### src/hdl/frhc_pkg.sv
// Package for the frame header and CRC-16/Modbus checker.
// Holds the shared constants, transaction and result types, and the CRC byte update.
// No dependencies.
`timescale 1ns / 1ps

package frhc_pkg;

    // CRC-16/Modbus: reflected polynomial, all-ones start value.
    localparam logic [15:0] CRC_POLY  = 16'hA001;
    localparam logic [15:0] CRC_INIT  = 16'hFFFF;

    // Expected ASCII header bytes.
    localparam logic [7:0]  HDR_CHAR0 = 8'h4E;  // 'N'
    localparam logic [7:0]  HDR_CHAR1 = 8'h4F;  // 'O'
    localparam logic [7:0]  HDR_CHAR2 = 8'h57;  // 'W'

    // Byte counter width and its saturation value.
    localparam int          CNT_W     = 3;
    localparam logic [CNT_W-1:0] CNT_MAX   = 3'd7;
    // Header length, delay line depth and the fewest bytes a valid frame can have.
    localparam logic [CNT_W-1:0] HDR_LEN   = 3'd3;
    localparam logic [CNT_W-1:0] DLY_LEN   = 3'd2;
    localparam logic [CNT_W-1:0] MIN_FRAME = 3'd5;

    // Frame verdict codes.
    typedef enum logic [1:0] {
        ST_OK      = 2'd0,
        ST_SHORT   = 2'd1,
        ST_BAD_HDR = 2'd2,
        ST_BAD_CRC = 2'd3
    } t_status;

    // One input transaction.
    typedef struct packed {
        logic [7:0] rx_byte;
        logic       frame_end;
    } t_item;

    // One result transaction.
    typedef struct packed {
        logic       out_valid;
        logic [7:0] out_byte;
        logic       out_last;
        logic       status_valid;
        t_status    frame_status;
    } t_result;

    // Bytewise reflected CRC update, one bit of the byte per step.
    function automatic logic [15:0] crc16_update(logic [15:0] crc, logic [7:0] b);
        logic [15:0] c;
        c = crc ^ {8'h00, b};
        for (int i = 0; i < 8; i++) begin
            if (c[0]) begin
                c = (c >> 1) ^ CRC_POLY;
            end else begin
                c = c >> 1;
            end
        end
        return c;
    endfunction

    // Header byte expected at a given position (0..2).
    function automatic logic [7:0] header_char(logic [CNT_W-1:0] pos);
        logic [7:0] ch;
        case (pos)
            3'd0:    ch = HDR_CHAR0;
            3'd1:    ch = HDR_CHAR1;
            default: ch = HDR_CHAR2;
        endcase
        return ch;
    endfunction

endpackage

### src/hdl/frame_header_crc_checker_unit.sv
// Top level of the frame header and CRC-16/Modbus checker.
// Instantiates frhc_in_reg and frhc_check and holds the result register.
// Depends on frhc_pkg.
//
//  Channel | Direction | Handshake                | Payload
//  --------+-----------+--------------------------+------------------------------------
//  rx      | in        | i_rx_valid / o_rx_stall  | i_rx_byte, i_frame_end
//  res     | out       | o_res_valid / i_res_stall| o_out_valid, o_out_byte, o_out_last,
//          |           |                          | o_status_valid, o_frame_status
//
// Each transaction yields exactly one result transaction, via the input and result registers.
// One transaction is accepted per cycle while the result channel is not stalled; the rate is
// set by the combinational CRC byte update between the input register and the result register.
// Reset is synchronous and active low; it clears the frame state and both valid flags.
// A stalled result holds; the input register keeps accepting until it too is full.
`timescale 1ns / 1ps

module frame_header_crc_checker_unit
    import frhc_pkg::*;
(
    input  logic       i_clk,
    input  logic       i_rst_n,
    input  logic       i_rx_valid,
    output logic       o_rx_stall,
    input  logic [7:0] i_rx_byte,
    input  logic       i_frame_end,
    output logic       o_res_valid,
    input  logic       i_res_stall,
    output logic       o_out_valid,
    output logic [7:0] o_out_byte,
    output logic       o_out_last,
    output logic       o_status_valid,
    output logic [1:0] o_frame_status
);

    t_item   w_in_item;
    t_item   w_s1_item;
    logic    w_s1_valid;
    logic    w_advance;
    t_result w_result;

    logic    r_out_valid;
    t_result r_out;

    assign w_in_item.rx_byte   = i_rx_byte;
    assign w_in_item.frame_end = i_frame_end;

    // A held transaction moves on when the result register is free or draining.
    assign w_advance = w_s1_valid && (!r_out_valid || !i_res_stall);

    // Input register.
    frhc_in_reg u_in_reg (
        .i_clk   (i_clk),
        .i_rst_n (i_rst_n),
        .i_valid (i_rx_valid),
        .i_item  (w_in_item),
        .o_stall (o_rx_stall),
        .i_take  (w_advance),
        .o_valid (w_s1_valid),
        .o_item  (w_s1_item)
    );

    // Check logic and frame state.
    frhc_check u_check (
        .i_clk    (i_clk),
        .i_rst_n  (i_rst_n),
        .i_fire   (w_advance),
        .i_item   (w_s1_item),
        .o_result (w_result)
    );

    // Result register valid flag.
    always_ff @(posedge i_clk) begin
        if (!i_rst_n) begin
            r_out_valid <= 1'b0;
        end else if (w_advance) begin
            r_out_valid <= 1'b1;
        end else if (!i_res_stall) begin
            r_out_valid <= 1'b0;
        end
    end

    // Result payload, loaded only when a transaction moves in.
    always_ff @(posedge i_clk) begin
        if (w_advance) begin
            r_out <= w_result;
        end
    end

    assign o_res_valid    = r_out_valid;
    assign o_out_valid    = r_out.out_valid;
    assign o_out_byte     = r_out.out_byte;
    assign o_out_last     = r_out.out_last;
    assign o_status_valid = r_out.status_valid;
    assign o_frame_status = r_out.frame_status;

endmodule

### src/hdl/frhc_in_reg.sv
// Input register stage of the frame checker.
// Captures one transaction and holds it until the check stage consumes it.
// Depends on frhc_pkg.
`timescale 1ns / 1ps

module frhc_in_reg
    import frhc_pkg::*;
(
    input  logic  i_clk,
    input  logic  i_rst_n,
    input  logic  i_valid,
    input  t_item i_item,
    output logic  o_stall,
    input  logic  i_take,
    output logic  o_valid,
    output t_item o_item
);

    logic  r_valid;
    t_item r_item;
    logic  w_load;

    // The stage can load when empty or when its content leaves this cycle.
    assign w_load  = !r_valid || i_take;
    assign o_stall = !w_load;

    // Valid flag.
    always_ff @(posedge i_clk) begin
        if (!i_rst_n) begin
            r_valid <= 1'b0;
        end else if (w_load) begin
            r_valid <= i_valid;
        end
    end

    // Payload holds while the stage is occupied.
    always_ff @(posedge i_clk) begin
        if (w_load && i_valid) begin
            r_item <= i_item;
        end
    end

    assign o_valid = r_valid;
    assign o_item  = r_item;

endmodule

### src/hdl/frhc_check.sv
// Frame check stage: header compare, CRC accumulation, two-byte delay and verdict.
// Holds the per-frame state and produces one result per consumed transaction.
// Depends on frhc_pkg.
`timescale 1ns / 1ps

module frhc_check
    import frhc_pkg::*;
(
    input  logic    i_clk,
    input  logic    i_rst_n,
    input  logic    i_fire,
    input  t_item   i_item,
    output t_result o_result
);

    logic [15:0]      r_crc,  n_crc;
    logic [7:0]       r_hold0, n_hold0;
    logic [7:0]       r_hold1, n_hold1;
    logic [CNT_W-1:0] r_count, n_count;
    logic             r_hdr_good, n_hdr_good;

    logic [15:0]      w_crc;
    logic [15:0]      w_rx_crc;
    logic             w_hdr_good;
    logic             w_emit;

    // Header check, delayed byte and CRC over the byte leaving the delay line.
    always_comb begin
        w_hdr_good = r_hdr_good;
        if (r_count < HDR_LEN && i_item.rx_byte != header_char(r_count)) begin
            w_hdr_good = 1'b0;
        end
        w_emit   = (r_count >= DLY_LEN);
        w_crc    = w_emit ? crc16_update(r_crc, r_hold1) : r_crc;
        w_rx_crc = {i_item.rx_byte, r_hold0};
    end

    // Result of this transaction; the verdict is given on the last byte.
    always_comb begin
        o_result.out_valid    = w_emit;
        o_result.out_byte     = w_emit ? r_hold1 : 8'h00;
        o_result.out_last     = i_item.frame_end;
        o_result.status_valid = i_item.frame_end;
        o_result.frame_status = ST_OK;
        if (i_item.frame_end) begin
            if (r_count < MIN_FRAME - 3'd1) begin
                o_result.frame_status = ST_SHORT;
            end else if (!w_hdr_good) begin
                o_result.frame_status = ST_BAD_HDR;
            end else if (w_rx_crc != w_crc) begin
                o_result.frame_status = ST_BAD_CRC;
            end
        end
    end

    // Next state: advance within a frame, return to the start after its last byte.
    always_comb begin
        n_crc      = r_crc;
        n_hold0    = r_hold0;
        n_hold1    = r_hold1;
        n_count    = r_count;
        n_hdr_good = r_hdr_good;
        if (i_fire) begin
            if (i_item.frame_end) begin
                n_crc      = CRC_INIT;
                n_hold0    = 8'h00;
                n_hold1    = 8'h00;
                n_count    = '0;
                n_hdr_good = 1'b1;
            end else begin
                n_crc      = w_crc;
                n_hold1    = r_hold0;
                n_hold0    = i_item.rx_byte;
                n_hdr_good = w_hdr_good;
                if (r_count < CNT_MAX) begin
                    n_count = r_count + 3'd1;
                end
            end
        end
    end

    // Frame state registers.
    always_ff @(posedge i_clk) begin
        if (!i_rst_n) begin
            r_crc      <= CRC_INIT;
            r_hold0    <= 8'h00;
            r_hold1    <= 8'h00;
            r_count    <= '0;
            r_hdr_good <= 1'b1;
        end else begin
            r_crc      <= n_crc;
            r_hold0    <= n_hold0;
            r_hold1    <= n_hold1;
            r_count    <= n_count;
            r_hdr_good <= n_hdr_good;
        end
    end

    // A frame's last byte returns the frame state to its start values.
    a_frame_restart: assert property (@(posedge i_clk) disable iff (!i_rst_n)
        i_fire && i_item.frame_end |=>
            r_count == '0 && r_crc == CRC_INIT && r_hdr_good)
        else $error("frame state not restarted after last byte");

    // Inside a frame the byte count steps by one until it saturates.
    a_count_step: assert property (@(posedge i_clk) disable iff (!i_rst_n)
        i_fire && !i_item.frame_end && r_count != CNT_MAX |=>
            r_count == $past(r_count) + 3'd1)
        else $error("byte count did not advance");

    // The delay line shifts by one position on every non-final byte.
    a_delay_shift: assert property (@(posedge i_clk) disable iff (!i_rst_n)
        i_fire && !i_item.frame_end |=>
            r_hold1 == $past(r_hold0) && r_hold0 == $past(i_item.rx_byte))
        else $error("delay line did not shift");

    // Once a header mismatch is seen it stays until the frame ends.
    a_hdr_sticky: assert property (@(posedge i_clk) disable iff (!i_rst_n)
        !r_hdr_good && !(i_fire && i_item.frame_end) |=> !r_hdr_good)
        else $error("header mismatch flag cleared within a frame");

endmodule

### config.mk
export PLATFORM = sky130hd
export DESIGN_NAME = frame_header_crc_checker_unit
export DESIGN_NICKNAME = d
export VERILOG_FILES = /design/src/hdl/frhc_pkg.sv /design/src/hdl/frame_header_crc_checker_unit.sv /design/src/hdl/frhc_in_reg.sv /design/src/hdl/frhc_check.sv
export SDC_FILE = /design/constraint.sdc
export NUM_CORES = 1
export LEC_CHECK = 0
export BUFFER_PORTS_ARGS = -buffer_cell sky130_fd_sc_hd__buf_2
export CAP_MARGIN = 20
export CORE_AREA = 2 2 95 97
export CTS_CLUSTER_SIZE = 10
export DETAILED_ROUTE_END_ITERATION = 7
export DIE_AREA = 0 0 97 99
export PLACE_DENSITY = 0.6
export SETUP_SLACK_MARGIN = 0.1
export SYNTH_ARGS = -nofsm -noshare
export SYNTH_HDL_FRONTEND = slang
export SYNTH_HIERARCHICAL = 1
export SYNTH_SLANG_ARGS = --single-unit
### constraint.sdc
create_clock -name i_clk -period 4 [get_ports i_clk]
set_input_delay 0.4 -clock i_clk [delete_from_list [all_inputs] [get_ports i_clk]]
set_output_delay 0.4 -clock i_clk [all_outputs]
set_load 0.02 [all_outputs]
# After elaboration in Yosys (flattened, before gate mapping)
# Index checks and enable logic that the tools add are counted.
# op_classes
add_sub_neg	1
multipliers	0
div_mod_pow	0
n_lt_le_gt_ge	4
n_eq_ne	4
shifts	0
muxes	22
bitwise	10
reduce_logical	13
# ops
operator	count
$mux W16	10
$not A2 Y3	8
$mux W8	2
$ne A16 B16 Y1	1
$xor A16 B8 Y16	1
$pmux W5 S2	1
$ne A8 B7 Y1	1
$lt A3 B3 Y1 const B	2
$mux W3	2
$mux W1	5
$logic_not A1 Y1	4
$mux W2	2
$add A3 B1 Y3 const B	1
$eq A3 B1 Y1 const B	1
$ge A3 B2 Y1 const B	1
$logic_and A1 B1 Y1	3
$logic_not A3 Y1	1
$lt A3 B2 Y1 const B	1
$logic_or A1 B1 Y1	2
$ne A2 B1 Y1 const B	1
$reduce_and A2 Y1	1
$reduce_bool A2 Y1	1
$reduce_or A2 Y1	1
$not A1 Y1	1
# totals
reg_bits	59
latch_bits	0
mem_bits_rw	0
rom_bits	0
n_memories	0

# Depth between registers and ports, before layout
# logic_depth
depth_word	22
ltp_mapped	9
ltp_nobuf	8

# By module
# The synthesis kept the hierarchy.
# modules_own_cells
mod	instances	cells_each	area_each_um2	seq_area_each_um2
frhc_check	1	242	2153.3	720.7
frame_header_crc_checker_unit	1	17	429.2	410.4
frhc_in_reg	1	13	317.8	290.3

# Least setup slack after synthesis
# OpenSTA, ideal clock, no wires.
# synth_timing
kind	input -> register
from	input port i_res_stall
to	register u_check.r_hdr_good
setup_time_ns	0.114
arrival_time_ns	2.704
required_ns	3.886
setup_slack_ns	1.182
path_stages	5
path_buffers	2
path_cell_list	a21boi_0 -> clkbuf_1 -> clkbuf_1 -> o2111ai_1 -> a21o_1
# synth_via
elab_chain_cells	3
# synth_rtl
item	line_no	source
from (decl)	frame_header_crc_checker_unit.sv:28	input logic i_res_stall,
$logic_not A1 Y1	n/a	
$logic_or A1 B1 Y1	frame_header_crc_checker_unit.sv:49	assign w_advance = w_s1_valid && (!r_out_valid || !i_res_stall);
$logic_and A1 B1 Y1	frame_header_crc_checker_unit.sv:49	
to (signal assigned)	frhc_check.sv:95	r_hdr_good <= n_hdr_good;
to (decl)	frhc_check.sv:20	logic r_hdr_good, n_hdr_good;
# Every way passes these cells.
# A chain may end at the register's enable or synchronous reset.

==> results.yml <==
placement:
  portBuffers: 27
  post-dp-hpwl_um: 4290
  place_congestion: 0.832
  dp.cells: 393
setup_path:
  crit_arrival_ns: 3.00
  critPathLaunchType: "register"
  r2r_cells: 8
  path_max_fanout: 24
  critical_path_class: "reg2reg"
  worstSetupEndpointType: "register"
  cp.required_ns: 4.07
floorplan:
  die_w_um: 97
  boundaryPins: 28
  start_util: 0.339
  rows: 34
  die_y_um: 99
  die_area_um2: 9600
  coreArea_um2: 8550
clock_network:
  ctsHoldBuffers: 0
  root_buffer: "clkbuf_8"
  cts.clk_slew.worst_paths_ns: 0.07
  htreeDepth: 3
  ctsResizeCount: 0
  cts_tree: "built"
  cts-buffers-inserted: 9
  post_cts_buffers: 0
  cts_buffer_depth: 2
  cts.sinks: 60
  insertion_delay_ns: 0.34
synth:
  syn-num-nets: 287
  yosys.area.top_type: "dfxtp_1"
  syn_area_um2: 2900
  syn_inst: 272
  yosysSeqAreaShare: 0.490
  synth_cell_types: 42
  ys_top_cells_by_area: "dfxtp_1 (26%), edfxtp_1 (23%), xnor2_1 (6.6%)"
  async_reset_ff_frac: 0
  ys.flop_type: "dfxtp_1"
  synth_edf_count: 22
  synth_warnings: 6
  synth_seq_cells: 60
  synthDominantCellAreaShare: 0.262
  syn_area_per_cell_um2: 10.7
cells_and_area:
  seq_area_um2: 1420
  multi_input_area_um2: 1400
  antenna_cells: 0
  fin_nets: 311
  syn2layout_area_growth_pct: 15.4
  drive_gt1_frac: 0.196
  final_cells: 409
  filler_cell_count: 816
power_and_ir_drop:
  ir_worst_vdd_mv: 0.227
  p_leak_uw: 0.00136
  cellPowerDensity_nw_per_um2: 448
global_route:
  grt_pass1_vias: 1888
  overflow: 0
  grtUsageTotal: 0.132
  grt_max_degree: 25
  antenna_found_initial: 0
  grt_pass1_wl_um: 9740
routing:
  detail-route-antenna-nets: 0
  drt_iter0_markers: 204
  first_pass_iters: 4
  viasPerCell: 4.97
  drc: 0
  wl_um: 6010
  num_vias: 2032
  wl_per_cell_um: 14.7
timing:
  max_slew.worst_pin.slew_ns: 0.860
  finalCritPeriodShare: 0.733
  slew_viol_final: 0
  skew_ns: 0.00777
  hold_viol: 0
  tns_ns: 0
  relSlewSlack: 0.424
  max_freq_ghz: 0.341
  post-route-min-period_ns: 2.93
  rsz0062_at_grt: "no"
  finalSetupViolations: 0
flow_run:
  cap_violations: 0
status:
  outcome: "completed"
hold_path:
  hp-class: "in2reg"
  holdPathStages: 1
-- through the flow --
stage	total power (uW)	hold slack, ns	util	area (um2)	worst slack, ns
after floorplan	855	0.443	-	2900	1.18
after global placement	900	0.493	0.365	3120	1.27
after detailed placement	903	0.494	0.365	3120	1.12
after CTS	1520	0.215	0.391	3350	1.08
after global routing	1560	0.213	0.391	3350	0.791
final	1500	0.229	0.391	3350	1.07
-- where the power goes --
group / leakage, uW / switching (uW) / internal [uW] / total [uW]
Clock: 0.000105 / 245 / 366 / 611
Combinational: 0.000734 / 110 / 85.8 / 196
Sequential: 0.000524 / 30.8 / 663 / 694
-- cells in the mapped netlist (2+ instances only) --
cell / instances
xor2_1: 7
edfxtp_1: 22
a31oi_1: 4
a21o_1: 3
nand4b_1: 2
o21ai_0: 3
clkbuf_1: 10
xnor3_1: 3
o21ai_1: 2
nor3_1: 3
xnor2_2: 5
o211ai_1: 13
buf_1: 2
nand2_1: 30
buf_4: 3
nor2b_1: 2
a21oi_1: 6
o221a_2: 2
o21a_1: 2
o2111ai_1: 2
ha_1: 2
and2_1: 9
nor2_1: 28
nand3_1: 7
inv_1: 6
dfxtp_1: 38
o31ai_1: 2
nand4_1: 2
xnor2_1: 22
mux2i_1: 17
a41oi_1: 2
-- flip-flops by register name, indices dropped and copies added, names as in the netlist --
register,count
o_frame_status,2
o_out_byte,8
o_out_last,1
o_out_valid,1
o_res_valid,1
o_status_valid,1
u_check/r_count,3
u_check/r_crc,16
u_check/r_hdr_good,1
u_check/r_hold0,8
u_check/r_hold1,8
u_in_reg/o_item,9
u_in_reg/o_valid,1
-- path summary, 6_finish.rpt --
path / from / to / slack, ns
hold reg to reg: u_check/r_crc[3]$_SDFFE_PN1P_ / u_check/r_crc[3]$_SDFFE_PN1P_ / 0.51
setup / recovery: u_check/r_count[1]$_SDFFE_PN0P_ / o_frame_status[1]$_DFFE_PP_ / 1.07
setup reg to reg: u_check/r_count[1]$_SDFFE_PN0P_ / o_frame_status[1]$_DFFE_PP_ / 1.07
hold / removal: i_rx_byte[1] / u_in_reg/o_item[2]$_DFFE_PP_ / 0.23
-- metal layers --
metal  part of all wire  track usage  vias to the layer above
li1                   -            -                     1002
met1               0.48        0.176                      953
met2               0.45        0.195                       66
met3              0.049       0.0319                       11
met4              0.021       0.0758                        0
met5                  0            0                        -
-- worst max-delay path, cell delays in order, from the launching register on --
cell,delay (ns)
dfxtp_1,0.37
nor2_1,0.69
inv_2,0.36
a221oi_1,0.37
a31oi_1,0.16
a32oi_1,0.21
nand4_1,0.12
nor3_2,0.24
a41oi_1,0.14
-- cell type report --
type | instances | share of cell area
inverter | 7 | 0.00785
tap | 108 | 0.0404
multi-input combinational | 190 | 0.417
clock buffer | 10 | 0.0411
sequential | 60 | 0.425
clock inverter | 6 | 0.0262
timing repair buffer | 28 | 0.0426
-- cells in the final DEF (no fill, tap or decap), drive strengths merged, types with 4 or more instances in the layout --
master   n
a21oi    6
a31oi    4
and2    10
buf     28
clkbuf  10
dfxtp   38
edfxtp  22
inv      7
mux2i   17
nand2   30
nand3    7
nor2    28
nor3     4
o211ai  13
o21ai    5
xnor2   28
xnor3    4
xor2     8
-- cell families (layout without fill, tap and decap cells) --
family | Yosys count | count (layout) | share of synthesized area
AOI/OAI and AO/OA | 45 | 45 | 0.111
xor gates and xnor gates | 40 | 40 | 0.162
adders and majority gates | 2 | 2 | 0.00863
buffers and inverters | 22 | 51 | 0.0324
DFF | 60 | 60 | 0.490
muxes | 17 | 17 | 0.0587
and+or+nand+nor | 86 | 86 | 0.137
Power figures use the tool's default switching activity.
